## src/hw/rtl/tmc_ram.sv

```systemverilog
`timescale 1ns / 1ps
// ----------------------------------------------------------------------------
// tmc_ram
// Generic single-write, single-read RAM with registered read data.
// ----------------------------------------------------------------------------
module tmc_ram #(
	parameter int WIDTH = 32,
	parameter int DEPTH = 16
) (
	input  logic                     clk,
	input  logic                     we,
	input  logic [$clog2(DEPTH)-1:0] waddr,
	input  logic [WIDTH-1:0]         wdata,
	input  logic                     re,
	input  logic [$clog2(DEPTH)-1:0] raddr,
	output logic [WIDTH-1:0]         rdata
);

	logic [WIDTH-1:0] mem_q [DEPTH];

	always_ff @(posedge clk) begin
		if (we) begin
			mem_q[waddr] <= wdata;
		end
		if (re) begin
			rdata <= mem_q[raddr];
		end
	end

endmodule

```

## config.mk

```make
export PLATFORM = sky130hd
export DESIGN_NAME = tmc_ram
export DESIGN_NICKNAME = d
export VERILOG_FILES = /design/src/hw/rtl/tmc_ram.sv
export SDC_FILE = /design/constraint.sdc
export NUM_CORES = 1
export LEC_CHECK = 0
export BUFFER_PORTS_ARGS = -buffer_cell sky130_fd_sc_hd__buf_2
export CAP_MARGIN = 20
export CORE_MARGIN = 2
export CORE_UTILIZATION = 55
export CTS_CLUSTER_DIAMETER = 100
export DETAILED_ROUTE_END_ITERATION = 16
export PLACE_DENSITY = 0.75
export SLEW_MARGIN = 40
export SYNTH_ARGS = -nofsm -noshare
export SYNTH_HDL_FRONTEND = slang
export SYNTH_SLANG_ARGS = --single-unit
```

## constraint.sdc

```tcl
create_clock -name clk -period 4.05 [get_ports clk]
set_input_delay 0.81 -clock clk [delete_from_list [all_inputs] [get_ports clk]]
set_output_delay 0.81 -clock clk [all_outputs]
set_load 0.02 [all_outputs]
```

==> results.md, run 1 <==
Run status:
- The run finished with clean final reports.

Placed design:
- Input and output buffers added on the ports amount to 74.
- The weighted congestion at the end of routability-driven global placement is 0.698.
- After legalization and detailed placement, the total HPWL measured approximately 22 mm.
- The post-placement setup slack is 1.16 ns.

Clock tree:
- The root buffer cell is sky130_fd_sc_hd__clkbuf_16.
- The TritonCTS clock tree is yes.
- The post-cts resize count is 0.
- The number of clock sinks is 544.
- The clock passes through at most 3 buffers.
- Buffers inserted to repair hold after CTS numbered 0.
- After clock tree synthesis, the clock-pin slew on the worst setup and hold paths is 0.06 ns.
- The TritonCTS buffer count is 50.
- Clock latency on the worst-skew pair, taken at its later pin, is 0.56 ns.
- Once the clock tree was built, the setup fixing pass inserted 0 buffers.
- The clock tree synthesis step divided the H-tree into 2 levels.

Worst setup path:
- The cell depth of the worst flop-to-flop path is 3.
- The stage delay of the slowest cell on the critical path is about 0.59 ns.
- Traced cell by cell, the critical path runs through buf_2 > or3b_2 > nor2_4 > buf_4.
- The capturing element type of the critical path is a flop.
- The worst setup path is launched from an input pin.
- At the worst endpoint, the required time is about 4.3 ns.
- The setup path with the least slack is of type in -> reg.
- The largest individual stage delay along the critical path comes from the cell sky130_fd_sc_hd__or3b_2.
- The largest fanout on the critical path is 17.
- The slack of the worst reg-to-reg path is between 2 and 2.5 ns.
- Data arrives at the worst endpoint at approximately 2.5 ns.

Die:
- In this run the standard cell core region covers 0.0363 mm2.
- 75 I/O pins were placed.
- The count of standard-cell rows is 70.
- The die is 196 um tall.
- The overall die width is 196 um.
- The die outline area is 0.0382 mm2.
- Once the floorplan was initialized, standard cells occupied 55.5% of the core.

Global route:
- The aggregate global routing overflow is 0.
- The via count of the first global-routing pass was 9,675.
- The first global-routing pass estimated 61.8 mm of wire.
- The number of antenna violations at the first check in global routing is 1.
- The global routing usage summed across all routing layers is 22.4%.
- The largest net degree at the start of global routing is 47.

STA:
- The final hold violation count came to 0.
- Setup repair after global routing left no endpoint under its margin.
- The final critical-path share of the clock period is 56.0%.
- At the pin with the least slew margin, the transition time is ~0.77 ns.
- The worst clock skew on the final layout is a little over 0.01 ns.
- The final-report max-slew violation count came to 0.
- The number of setup violations in the final report is 0.
- The highest clock rate is roughly 440 MHz.
- After layout, the minimum clock period comes to approximately 2.3 ns.
- The setup TNS is 0 ns.
- Setup slack closes at 1.78 ns.
- In this run the tightest slew margin relative to its limit is 48.3%.

Pwr:
- The cell-internal power is 9.13 mW.
- Of the total power, the clock network draws 39.2%.
- Summed over all nets, the switching power comes to 2.31 mW.
- The peak supply drop is ~0.30 mV.
- For this design the ratio of total power to cell area is 498 mW/mm2.
- For this design the static power due to leakage is 7.34 nW.
- The part of the total power dissipated in sequential elements is between 50% and 60%.
- In this run switching power makes up 20.2% of total power.
- Combinational cells account for 5.0% of the total power.

Layout:
- After the last flow step, the layout net total stands at just under 1,000.
- The repair_antennas step left the layout with diodes totalling 0.
- From synthesis to final layout, the design area changed by 13.9%.
- In the final layout, flip-flops and latches occupy 0.0163 mm2.
- The area of combinational cells with multiple inputs is 0.00375 mm2.
- The number of inserted filler cells in the final layout is 2,274.
- Cells with a size suffix above 1 make up 32.3% of the layout.

Routing:
- Across all layers, the routed design uses 9,243 vias.
- The mean number of vias per cell is around 6.3.
- After the first detailed-routing iteration, the DRC count stood at approximately 1,100.
- The number of search-and-repair iterations in the first detailed-routing pass is 5.
- The total DRC errors in the routed layout is 0.
- The count of nets left with antenna violations once routing finished came out at 0.
- The sum of routed wire length over all layers is 41.3 mm.
- After detailed routing, the average wire length per cell comes to 28.3 um.

Logic synthesis:
- The combined area of all synthesized cells is 0.0202 mm2.
- The Yosys warning count is 0.
- Summing the areas of all fa, ha and maj instances in the mapped netlist gives 0% of the synthesized area.
- The synthesized netlist devotes 0% of its cell area to XOR and XNOR gates.
- The net count after synthesis is slightly below 900.
- In the synthesized netlist, mux cells make up between 10% and 20% of the area.
- Summing the areas of all compound-gate instances in the mapped netlist gives 2.38% of the synthesized area.
- Counting flops and latches in the post-synthesis netlist gives 544.
- The mean instance size in the synthesized netlist is 24.1 um2.
- The count of cell types in the netlist is 17.
- By area, the combinational part of the netlist is dominated by multiplexers.
- Synthesis produced a netlist whose cell count is 838.
- The basic-gate share of the synthesized area counting and, or, nand and nor cells is 1.25%.
- Sequential elements use 81.0% of the synthesized area.

Job:
- The max-capacitance violation count is 0.

Hold path:
- The min-delay analysis places its worst path in the category in -> reg.
- The count of cells along the worst hold path is 1.
[sequential cells by signal, indices dropped and copies added, names as in the netlist]
name and count:
rdata 32, mem_q 512
[stage by stage]
stage               hold slack (ns)  instances  utilization, %  instance area (um2)  total power, mW
global route                  0.617       1458            63.2                23000             11.8
finish                        0.617       1458            63.2                23000             11.4
global placement              0.721       1363            58.7                21300             7.05
floorplan                     0.710        838               -                20200             6.83
detailed placement            0.735       1365            58.9                21400             7.08
CTS                           0.600       1458            63.2                23000             11.5
[path summary, 6_finish.rpt]
kind                            end                    start
max reg2reg      rdata[5]$_DFFE_PP_    mem_q[0][5]$_DFFE_PP_
min reg2reg     rdata[11]$_DFFE_PP_  mem_q[15][11]$_DFFE_PP_
max          mem_q[1][28]$_DFFE_PP_                 waddr[2]
min          mem_q[4][13]$_DFFE_PP_                wdata[13]
[synth_stat cells]
cell type                  count  area, um2
sky130_fd_sc_hd__buf_6         2       22.5
sky130_fd_sc_hd__buf_2         4       20.0
sky130_fd_sc_hd__nand2b_1      2       12.5
sky130_fd_sc_hd__or3b_2        1       8.76
sky130_fd_sc_hd__buf_1         9       33.8
sky130_fd_sc_hd__nor3_1        4       20.0
sky130_fd_sc_hd__nand3b_1      2       15.0
sky130_fd_sc_hd__nand3_1       1       5.00
sky130_fd_sc_hd__nor2_1       13       48.8
sky130_fd_sc_hd__mux4_2      128       2880
sky130_fd_sc_hd__clkbuf_1     17       63.8
sky130_fd_sc_hd__edfxtp_1    544      16300
sky130_fd_sc_hd__nor2b_1       2       12.5
sky130_fd_sc_hd__and2_1        1       6.26
sky130_fd_sc_hd__nand2_1      33        124
sky130_fd_sc_hd__buf_4        11       82.6
sky130_fd_sc_hd__a22oi_1      64        480
[area by class of cell]
| type | count | area share, % |
|---|---|---|
| Clock buffer | 60 | 5.89 |
| Multi-Input combinational cell | 251 | 16.3 |
| Tap cell | 468 | 2.55 |
| Sequential cell | 544 | 71.1 |
| Clock inverter | 33 | 0.980 |
| Timing Repair Buffer | 102 | 3.14 |
[cell usage in the layout, fill, tap and decap left out, drive strengths merged, types with 2 or more instances in the layout]
master	instances
nand2	33
nand3b	2
buf	101
a22oi	64
nand2b	2
nor3	4
mux4	128
bufinv	3
nor2b	2
clkbuf	61
edfxtp	544
nor2	13
clkinv	29
[worst max-delay path, delay by kind of cell]
| kind | cells | cell delay, ns |
|---|---|---|
| buffers and inverters | 2 | 0.53 |
| and+or+nand+nor | 2 | 1.13 |
[routing by layer]
metal	routed length [um]	GRT usage, %
met4	1140	7.38
met5	13	0
met2	20300	35.7
met1	16400	31.6
met3	3450	4.82
[cells by family (layout without fill, tap and decap cells)]
group	Yosys count	count (layout)
mux	128	128
simple gates	59	59
buf+inv	43	195
compound gates	64	64
flops	544	544
[power by group through the flow]
stage	Clock [mW]	Sequential, mW	Combinational, mW
final	4.49	6.38	0.577
after global routing	4.77	6.39	0.625
after CTS	4.56	6.38	0.584
after detailed placement	0	6.50	0.579
after global placement	0	6.49	0.557
after floorplan	0	6.52	0.303
(Power assumes the default switching activity.)
==> run 2, diff against run 1 <==
--- a/config.mk
+++ b/config.mk
@@ -5,13 +5,14 @@
 export SDC_FILE = /design/constraint.sdc
 export NUM_CORES = 1
 export LEC_CHECK = 0
+export ABC_AREA = 1
 export BUFFER_PORTS_ARGS = -buffer_cell sky130_fd_sc_hd__buf_2
 export CAP_MARGIN = 20
 export CORE_MARGIN = 2
 export CORE_UTILIZATION = 55
 export CTS_CLUSTER_DIAMETER = 100
 export DETAILED_ROUTE_END_ITERATION = 16
-export PLACE_DENSITY = 0.75
+export PLACE_DENSITY = 0.72
 export SLEW_MARGIN = 40
 export SYNTH_ARGS = -nofsm -noshare
 export SYNTH_HDL_FRONTEND = slang
==> constraint.sdc (replaced) <==
create_clock -name clk -period 2.3 [get_ports clk]
set_input_delay 0.46 -clock clk [delete_from_list [all_inputs] [get_ports clk]]
set_output_delay 0.46 -clock clk [all_outputs]
set_load 0.02 [all_outputs]
==> run 2 against run 1 <==
- clock power up 77%
- core utilization down 1.3 points
- global-route usage up 1.6 points
- sequential power up 76%
- critical endpoint is now rdata[27]
- combinational power up 130%
- final area up 12%
- cell count up 90%
==> results.md, run 2 <==
Layout:
- The register containing the most flip-flops in the final layout is mem_q.
- The filler-free cell count of the finished design is 2,769.
- The register with the most flip-flops in the layout has 512 of them.
- The number of antenna repair diodes is 0.
- The library cells used most frequently in the layout, excluding fill and tap cells, are sky130_fd_sc_hd__nand2_1 (677), sky130_fd_sc_hd__edfxtp_1 (544), sky130_fd_sc_hd__inv_1 (386), sky130_fd_sc_hd__nand3_1 (385), sky130_fd_sc_hd__buf_2 (72).
- The largest registers in the layout are mem_q (512), rdata (32).
- For this run, the post-layout net count is 2,238.
- Leaving out fill and tap cells, the most frequent cell in the layout is sky130_fd_sc_hd__nand2_1.
- Of the cells placed in the final design, the portion with a size suffix greater than 1 is 9.37%.
- Compared with the post-synthesis result, the final layout area differs by 11.9%.

Run status:
- The flow ran to the end, and the final reports show no timing, DRC or antenna violations.

Logic synthesis:
- The sequential share of the synthesized area is 70.9%.
- The Yosys warning count is 0.
- The count of cell types in the netlist is 14.
- After synthesis, the cell types taking the most area are sky130_fd_sc_hd__edfxtp_1 (71%), sky130_fd_sc_hd__nand2_1 (11%), sky130_fd_sc_hd__nand3_1 (8.4%).
- In this run, synthesis produced a sequential element count of 544.
- Counting instances in the post-synthesis netlist gives the leading cell types as sky130_fd_sc_hd__nand2_1 (677), sky130_fd_sc_hd__edfxtp_1 (544), sky130_fd_sc_hd__inv_1 (388).
- The combined area of all synthesized cells is 0.0231 mm2.
- In the synthesized netlist the dominant register cell turns out to be sky130_fd_sc_hd__edfxtp_1.
- After synthesis, the share of flip-flops with an asynchronous set or reset is 0%.
- Yosys mapped a number of flops with a built-in enable equal to 544.
- The number of nets in the synthesized netlist is 2,163.
- The fraction of post-synthesis cell area in the top cell type by area is 70.9%.
- Summed over all instances, the cell type with the most area after synthesis is sky130_fd_sc_hd__edfxtp_1.
- By instance count, the leading cell after synthesis is sky130_fd_sc_hd__nand2_1.
- The mean instance size in the synthesized netlist is 10.9 um2.
- The number of cells produced by synthesis is between 2,000 and 2,500.

Pwr:
- The switching power as a share of total power is 21.7%.
- The clock group share of total power is 38.7%.
- In this run the static leakage power is 10.9 nW.
- The power density relative to cell area is 796 mW/mm2.
- The power share of the combinational group is under 10%.
- The peak supply drop is roughly 0.53 mV.
- Cell internal power was estimated by the tool at 16.1 mW.
- Summed over all nets, the switching power comes to 4.45 mW.
- The part of the total power dissipated in sequential elements is 54.7%.

Global route:
- The first-pass GRT wire length is 80.6 mm.
- For this run the aggregate overflow at the end of global routing stands at 0.
- The number of antenna violations at the first check in global routing was 0.
- The via count of the first global-routing pass is 14,435.
- The global routing usage summed across all routing layers is 24.1%.
- Entering global routing, the biggest net connects 99 pins.

Routing:
- The detailed-route wire length per cell is 18.8 um.
- Dividing the detail-routed via count by the number of cells gives 5.38.
- The remaining antenna violation count after routing is 0.
- Summed over all layers, the routed wires come to just over 50 mm.
- The number of search-and-repair iterations in the first detailed-routing pass is 5.
- The number of vias in the routed layout is approximately 15,000.
- In this run, the number of DRC markers left after iteration 0 of detailed routing was about 1,600.
- For this run, design rule violations remaining after detail routing come to 0.

Clock tree:
- After clock tree synthesis, the clock-pin slew on the worst setup and hold paths is 0.06 ns.
- The clock passes through at most 3 buffers.
- TritonCTS created 52 clock buffers.
- Once the clock tree was built, the setup fixing pass inserted 0 buffers.
- TritonCTS built the clock tree.
- The post-cts resize count is 0.
- The clock insertion delay at the later pin of the skew report is approximately 0.58 ns.
- The number of clock sinks is 544.
- The root buffer cell is sky130_fd_sc_hd__clkbuf_16.
- The number of buffers inserted for hold repair after clock tree synthesis is 0.
- The H-tree depth is 2.

Die:
- The count of standard-cell rows is 75.
- The initial standard-cell utilization of the core is 55.3%.
- After floorplanning, the core was sized to cover 0.0417 mm2.
- The overall die width is about 210 um.
- For this design the top-level I/O count stands at 75.
- The height of the die is 209 um.
- The die covers ~0.044 mm2.

Placed design:
- The weighted congestion at the end of routability-driven global placement is 0.796.
- In this run the tool buffered the top-level ports with 74 buffer cells.
- The post-placement setup slack is between 0.3 and 0.4 ns.
- The final HPWL from detailed placement is between 20 and 30 mm.
- The number of placed instances with taps included is 2,680.

STA:
- Measured against its own limit, the worst slew margin works out to 65.4%.
- Setup repair after global routing left no endpoint under its margin.
- The final-report max-slew violation count is 0.
- Setup violations remaining at the end of the flow were counted as 0.
- Timing would allow up to 600 MHz.
- The worst clock skew on the final layout is 0.0120 ns.
- The final critical-path share of the clock period is roughly 72%.
- Counting I/O delays and the setup requirement, the final critical path takes 1.67 ns.
- The final hold violation count is 0.
- The slew at the pin closest to its max-slew limit is 0.517 ns.
- The setup slack after layout is about 0.63 ns.

Job:
- The tool flagged a number of max-cap violations equal to 0.

Worst setup path:
- In this design, the stage delay of the slowest critical-path cell is 0.44 ns.
- The largest fanout on the critical path is 1.
- The slowest cell on the critical path is sky130_fd_sc_hd__edfxtp_1.
- Traced cell by cell, the critical path runs through buf_2.
- The worst setup path is launched from a flop.
- The worst setup path is of the reg -> out kind.
- The data required time at the worst endpoint is 1.84 ns.
- The worst setup path is captured at a primary output.
- On the critical path the largest part of the delay comes from flip-flops.
- The number of buffers and inverters on the critical path is 1.
- The data arrival time of the worst path is 1.21 ns.

Hold path:
- The type of the tightest min-delay check is in -> reg.
[run 2: changes by cell type in the layout (fill, tap and decap cells not counted), moves of 19 or more]
cell / delta
sky130_fd_sc_hd__inv_1: +386
sky130_fd_sc_hd__nand3_1: +384
sky130_fd_sc_hd__nand2_1: +644
sky130_fd_sc_hd__a22oi_1: -64
sky130_fd_sc_hd__mux4_2: -128
sky130_fd_sc_hd__buf_12: +19
[run 2: power by group through the flow]
stage / clock, mW / sequential (mW) / combinational [mW]
6_report: 7.95 / 11.2 / 1.34
5_1_grt: 8.43 / 11.2 / 1.48
4_1_cts: 8.06 / 11.2 / 1.35
3_5_place_dp: 0 / 11.4 / 1.34
3_3_place_gp: 0 / 11.4 / 1.30
2_1_floorplan: 0 / 11.5 / 0.759
[run 2: worst register-to-register path, stage by stage (launching register included)]
cell and delay, ns:
sky130_fd_sc_hd__edfxtp_1 0.38, sky130_fd_sc_hd__inv_1 0.08, sky130_fd_sc_hd__nand2_1 0.05, sky130_fd_sc_hd__nand3_1 0.10, sky130_fd_sc_hd__nand3_1 0.09, sky130_fd_sc_hd__nand3_1 0.13, sky130_fd_sc_hd__nand2_1 0.06
[run 2: stage by stage]
stage	area, um2	hold WS, ns	util, %	power [mW]	TNS [ns]
3_3_place_gp	24200	0.707	58.2	12.7	0
2_1_floorplan	23100	0.559	-	12.3	-48.75
4_1_cts	25800	0.233	61.9	20.6	0
5_1_grt	25800	0.246	61.9	21.2	0
3_5_place_dp	24200	0.716	58.2	12.8	0
6_report	25800	0.259	61.9	20.5	0
[run 2: routing by layer]
metal / vias to the layer above / share of wire (%) / global-route usage, %
li1: 7025 / - / -
met1: 7213 / 43 / 33.6
met2: 546 / 48 / 39.8
met3: 102 / 6.7 / 3.55
met4: 0 / 2.3 / 6.85
met5: - / 0 / 0
[run 2: path summary, 6_finish.rpt]
kind | from | end | slack (ns) | cells past startpoint
min | wdata[17] | mem_q[3][17]$_DFFE_PP_ | 0.26 | 1
min reg2reg | mem_q[11][30]$_DFFE_PP_ | rdata[30]$_DFFE_PP_ | 0.73 | 6
max | rdata[27]$_DFFE_PP_ | rdata[27] | 0.63 | 1
max reg2reg | mem_q[3][10]$_DFFE_PP_ | rdata[10]$_DFFE_PP_ | 1.17 | 6
[run 2: logic make-up after synthesis]
logic type / after synthesis / share of synthesized area (%)
buffers and inverters: 495 / 9.41
DFF: 544 / 70.9
and+or+nand+nor: 1081 / 19.7
[run 2: area by class of cell]
class                      count  area, um2
sequential                   544      16300
fill                        3200      15900
multi-input combinational   1081       4670
inverter                     390       1470
clock buffer                  67       1380
timing repair buffer         126       1100
tap                          539        674
clock inverter                22        179
==> run 3, diff against run 2 <==
--- a/config.mk
+++ b/config.mk
@@ -5,14 +5,14 @@
 export SDC_FILE = /design/constraint.sdc
 export NUM_CORES = 1
 export LEC_CHECK = 0
-export ABC_AREA = 1
+export ABC_AREA = 0
 export BUFFER_PORTS_ARGS = -buffer_cell sky130_fd_sc_hd__buf_2
 export CAP_MARGIN = 20
 export CORE_MARGIN = 2
 export CORE_UTILIZATION = 55
 export CTS_CLUSTER_DIAMETER = 100
 export DETAILED_ROUTE_END_ITERATION = 16
-export PLACE_DENSITY = 0.72
+export PLACE_DENSITY = 0.75
 export SLEW_MARGIN = 40
 export SYNTH_ARGS = -nofsm -noshare
 export SYNTH_HDL_FRONTEND = slang
==> constraint.sdc (replaced) <==
create_clock -name clk -period 1.5 [get_ports clk]
set_input_delay 0.3 -clock clk [delete_from_list [all_inputs] [get_ports clk]]
set_output_delay 0.3 -clock clk [all_outputs]
set_load 0.02 [all_outputs]
==> run 3 against run 2 <==
- register-to-register slack worse by 1.1 ns
- critical endpoint is now rdata[21]
- sequential power is 54% higher
- the flow now finishes with violations (negative setup slack)
- setup slack worse by 0.66 ns
- critical path type unchanged
- critical path depth stayed put
- sequential share of layout area is 4.6 points higher
- hold slack worse by 0.19 ns
==> results.md, run 3 (same netlist as run 1, synthesis figures left out) <==
STA:
- The worst path in the final design needs a cycle of around 1.5 ns, including I/O delays and setup.
- Of the available clock period, the critical path in the final layout requires 102%.
- Across all setup checks in the final design, the least slack found is -0.0241 ns.
- The number of setup violations in the final report is 3.
- Headroom to the max-slew limit came out at around three quarters.
- The setup TNS is -0.0604 ns.
- At the pin with the least slew margin, the transition time is a little under 0.4 ns.
- The final-report max-slew violation count is 0.
- The final hold violation count came to 0.
- Setup repair after global routing could not meet its margin everywhere.
- The tightest hold margin is 0.0664 ns.
- Based on the critical path, the design can be clocked at up to 656 MHz.
- The worst clock skew on the final layout is 0.0219 ns.

Pwr:
- The power density relative to cell area is between 1000 and 1500 mW/mm2.
- The cell-internal power is 25.0 mW.
- The clock group share of total power is 39.6%.
- IR analysis of the VDD net gives a maximum drop of 1.08 mV.
- For this design the total switching power over the nets is 6.54 mW.
- The leakage power summed over all cells is 7.80 nW.
- In this run, flip-flops and latches consume between 50% and 60% of the power.
- The power share of the combinational group is ~5.7%.
- In this run switching power makes up 20.7% of total power.

Routing:
- The detailed-route wire length per cell is a little under 30 um.
- In the routed layout, each cell is associated on average with a via count of approximately 6.3.
- The remaining antenna violation count after routing is 0.
- The number of violations reported at the end of detailed-routing iteration 0 is 866.
- The detailed router placed ~9,500 vias in this run.
- The first TritonRoute pass finished after 8 iterations.
- The sum of routed wire length over all layers is between 40 and 50 mm.
- The total DRC errors in the routed layout is 0.

Worst setup path:
- The startpoint-to-endpoint class of the critical path is reg -> out.
- Among cell families on the critical path, the largest total delay comes from flip-flops.
- The combined buffer and inverter count along the critical path is 1.
- For this design, the slowest cell found on the critical path is sky130_fd_sc_hd__edfxtp_1.
- The startpoint identified for the worst register-to-register timing path is mem_q[3][18]$_DFFE_PP_.
- The stage delay of the slowest cell on the critical path is 0.46 ns.
- Tracing the worst setup path back leads to its startpoint at rdata[21]$_DFFE_PP_.
- The capturing element type of the critical path is a primary output.
- Data on the critical path is required at its endpoint by 1.20 ns.
- The setup check on the worst reg-to-reg path leaves a slack of ~0.04 ns.
- The largest fanout on the critical path is 1.
- The data arrival time of the worst path is 1.22 ns.
- The worst setup path is launched from a flop.
- Walking the worst path, the cells encountered are buf_6.

Clock tree:
- Buffers inserted to repair hold after CTS numbered 0.
- Clock tree synthesis selected as its root buffer the cell sky130_fd_sc_hd__clkbuf_16.
- The TritonCTS clock tree is yes.
- Buffers added to address setup during post-CTS repair amount to 0.
- The clock insertion delay at the later pin of the skew report is 0.60 ns.
- The H-tree depth is 2.
- The maximum clock path buffer count is 3.
- The number of clock sinks is between 500 and 600.
- The post-cts resize count is 32.
- Counting the buffers created by CTS gives 52.
- After clock tree synthesis, the clock-pin slew on the worst setup and hold paths is roughly 0.06 ns.

Hold path:
- The startpoint identified for the worst hold timing path is wdata[19].
- The tightest min-delay check is of the in -> reg type.

Global route:
- The global routing usage summed across all routing layers is 23.8%.
- The layer flagged by global routing as most heavily used is met2.
- Summed over all layers, the global routing overflow is 0.
- The number of antenna violations at the first check in global routing is 3.
- The first-pass GRT wire length is 64.5 mm.
- The met2 track demand over resource is approximately 39%.
- The routing usage on met1 is about a third.
- The via count of the first global-routing pass came to around 9,900.
- The met3 usage in global routing is 5.25%.
- The largest net degree at the start of global routing is 33.

Layout:
- The largest registers in the layout are mem_q (512), rdata (32).
- For this run, the post-layout net count is 1,050.
- Leaving out fill and tap cells, the most frequent cells in the layout are sky130_fd_sc_hd__edfxtp_1 (544), sky130_fd_sc_hd__mux4_2 (128), sky130_fd_sc_hd__a22oi_1 (57), sky130_fd_sc_hd__buf_2 (54), sky130_fd_sc_hd__clkbuf_16 (52).
- After routing the design area is between 0.02 and 0.025 mm2.
- The layout overhead on the synthesized area is 19.2%.
- The share of the core filled with cells is 66.1%.
- The number of inserted filler cells in the final layout is 2,176.
- Cells with a size suffix above 1 make up ~37% of the layout.
- The register with the most flip-flops in the layout has 512 of them.
- Registers take 0.0163 mm2.
- More flip-flops sit in one register than any other, and that register is mem_q.
- The library cell used most frequently in the layout, excluding fill and tap cells, is sky130_fd_sc_hd__edfxtp_1.
- The area of combinational cells with multiple inputs is 0.00383 mm2.

Run status:
- The final reports fail on negative setup slack.
- The run finished, with violations left.

Placed design:
- After legalization and detailed placement, the total HPWL measured 23.8 mm.
- At the end of routability-driven placement, the weighted congestion stood at 0.726.
- The total placed instance area is 0.0223 mm2.
- Input and output buffers added on the ports amount to 74.

Die:
- The die is between 150 and 200 um tall.
- The floorplan step defined a core boundary enclosing 0.0363 mm2.
- The count of standard-cell rows is 70.
- The initial utilization of the core area, before any placement, comes to 55.5%.
- The die outline area is between 0.03 and 0.04 mm2.
- The count of boundary I/O pins is 75.
- Measured along the x axis, the die boundary spans a little under 200 um.

Job:
- The max-capacitance violation count is 0.
[run 3: routing by layer]
layer  up-vias  share of wire (%)
met4         4                2.3
li1       3947                  -
met2       408                 51
met5         -              0.059
met3        82                8.0
met1      5057                 39
[run 3: final cells by class]
| class | instances | share of cell area (%) |
|---|---|---|
| tap | 468 | 2.44 |
| antenna | 1 | 0.0104 |
| timing repair buffer | 158 | 6.92 |
| sequential | 544 | 67.9 |
| clock buffer | 65 | 5.62 |
| clock inverter | 32 | 1.15 |
| multi-input combinational | 251 | 15.9 |
[run 3: worst paths after layout]
path / endpoint / cells after the start
worst max register to register: rdata[18]$_DFFE_PP_ / 3
worst max-delay path: rdata[21] / 1
worst min-delay path: mem_q[11][19]$_DFFE_PP_ / 1
worst min register to register: rdata[22]$_DFFE_PP_ / 3
[run 3: per-stage QoR]
| stage | setup slack (ns) | power [mW] | std cells |
|---|---|---|---|
| 3_5_place_dp | -0.403 | 19.3 | 1421 |
| 4_1_cts | -0.0628 | 31.8 | 1518 |
| 6_report | -0.0241 | 31.5 | 1519 |
| 5_1_grt | -0.0886 | 32.4 | 1519 |
| 2_1_floorplan | -0.509 | 18.5 | 838 |
| 3_3_place_gp | -0.388 | 19.2 | 1421 |
[run 3: power groups by stage]
stage	logic, mW	registers [mW]	clock network (mW)
after floorplan	0.899	17.6	0
after global placement	1.70	17.5	0
after detailed placement	1.74	17.5	0
after CTS	1.80	17.2	12.7
after global routing	1.92	17.3	13.2
final	1.80	17.2	12.5
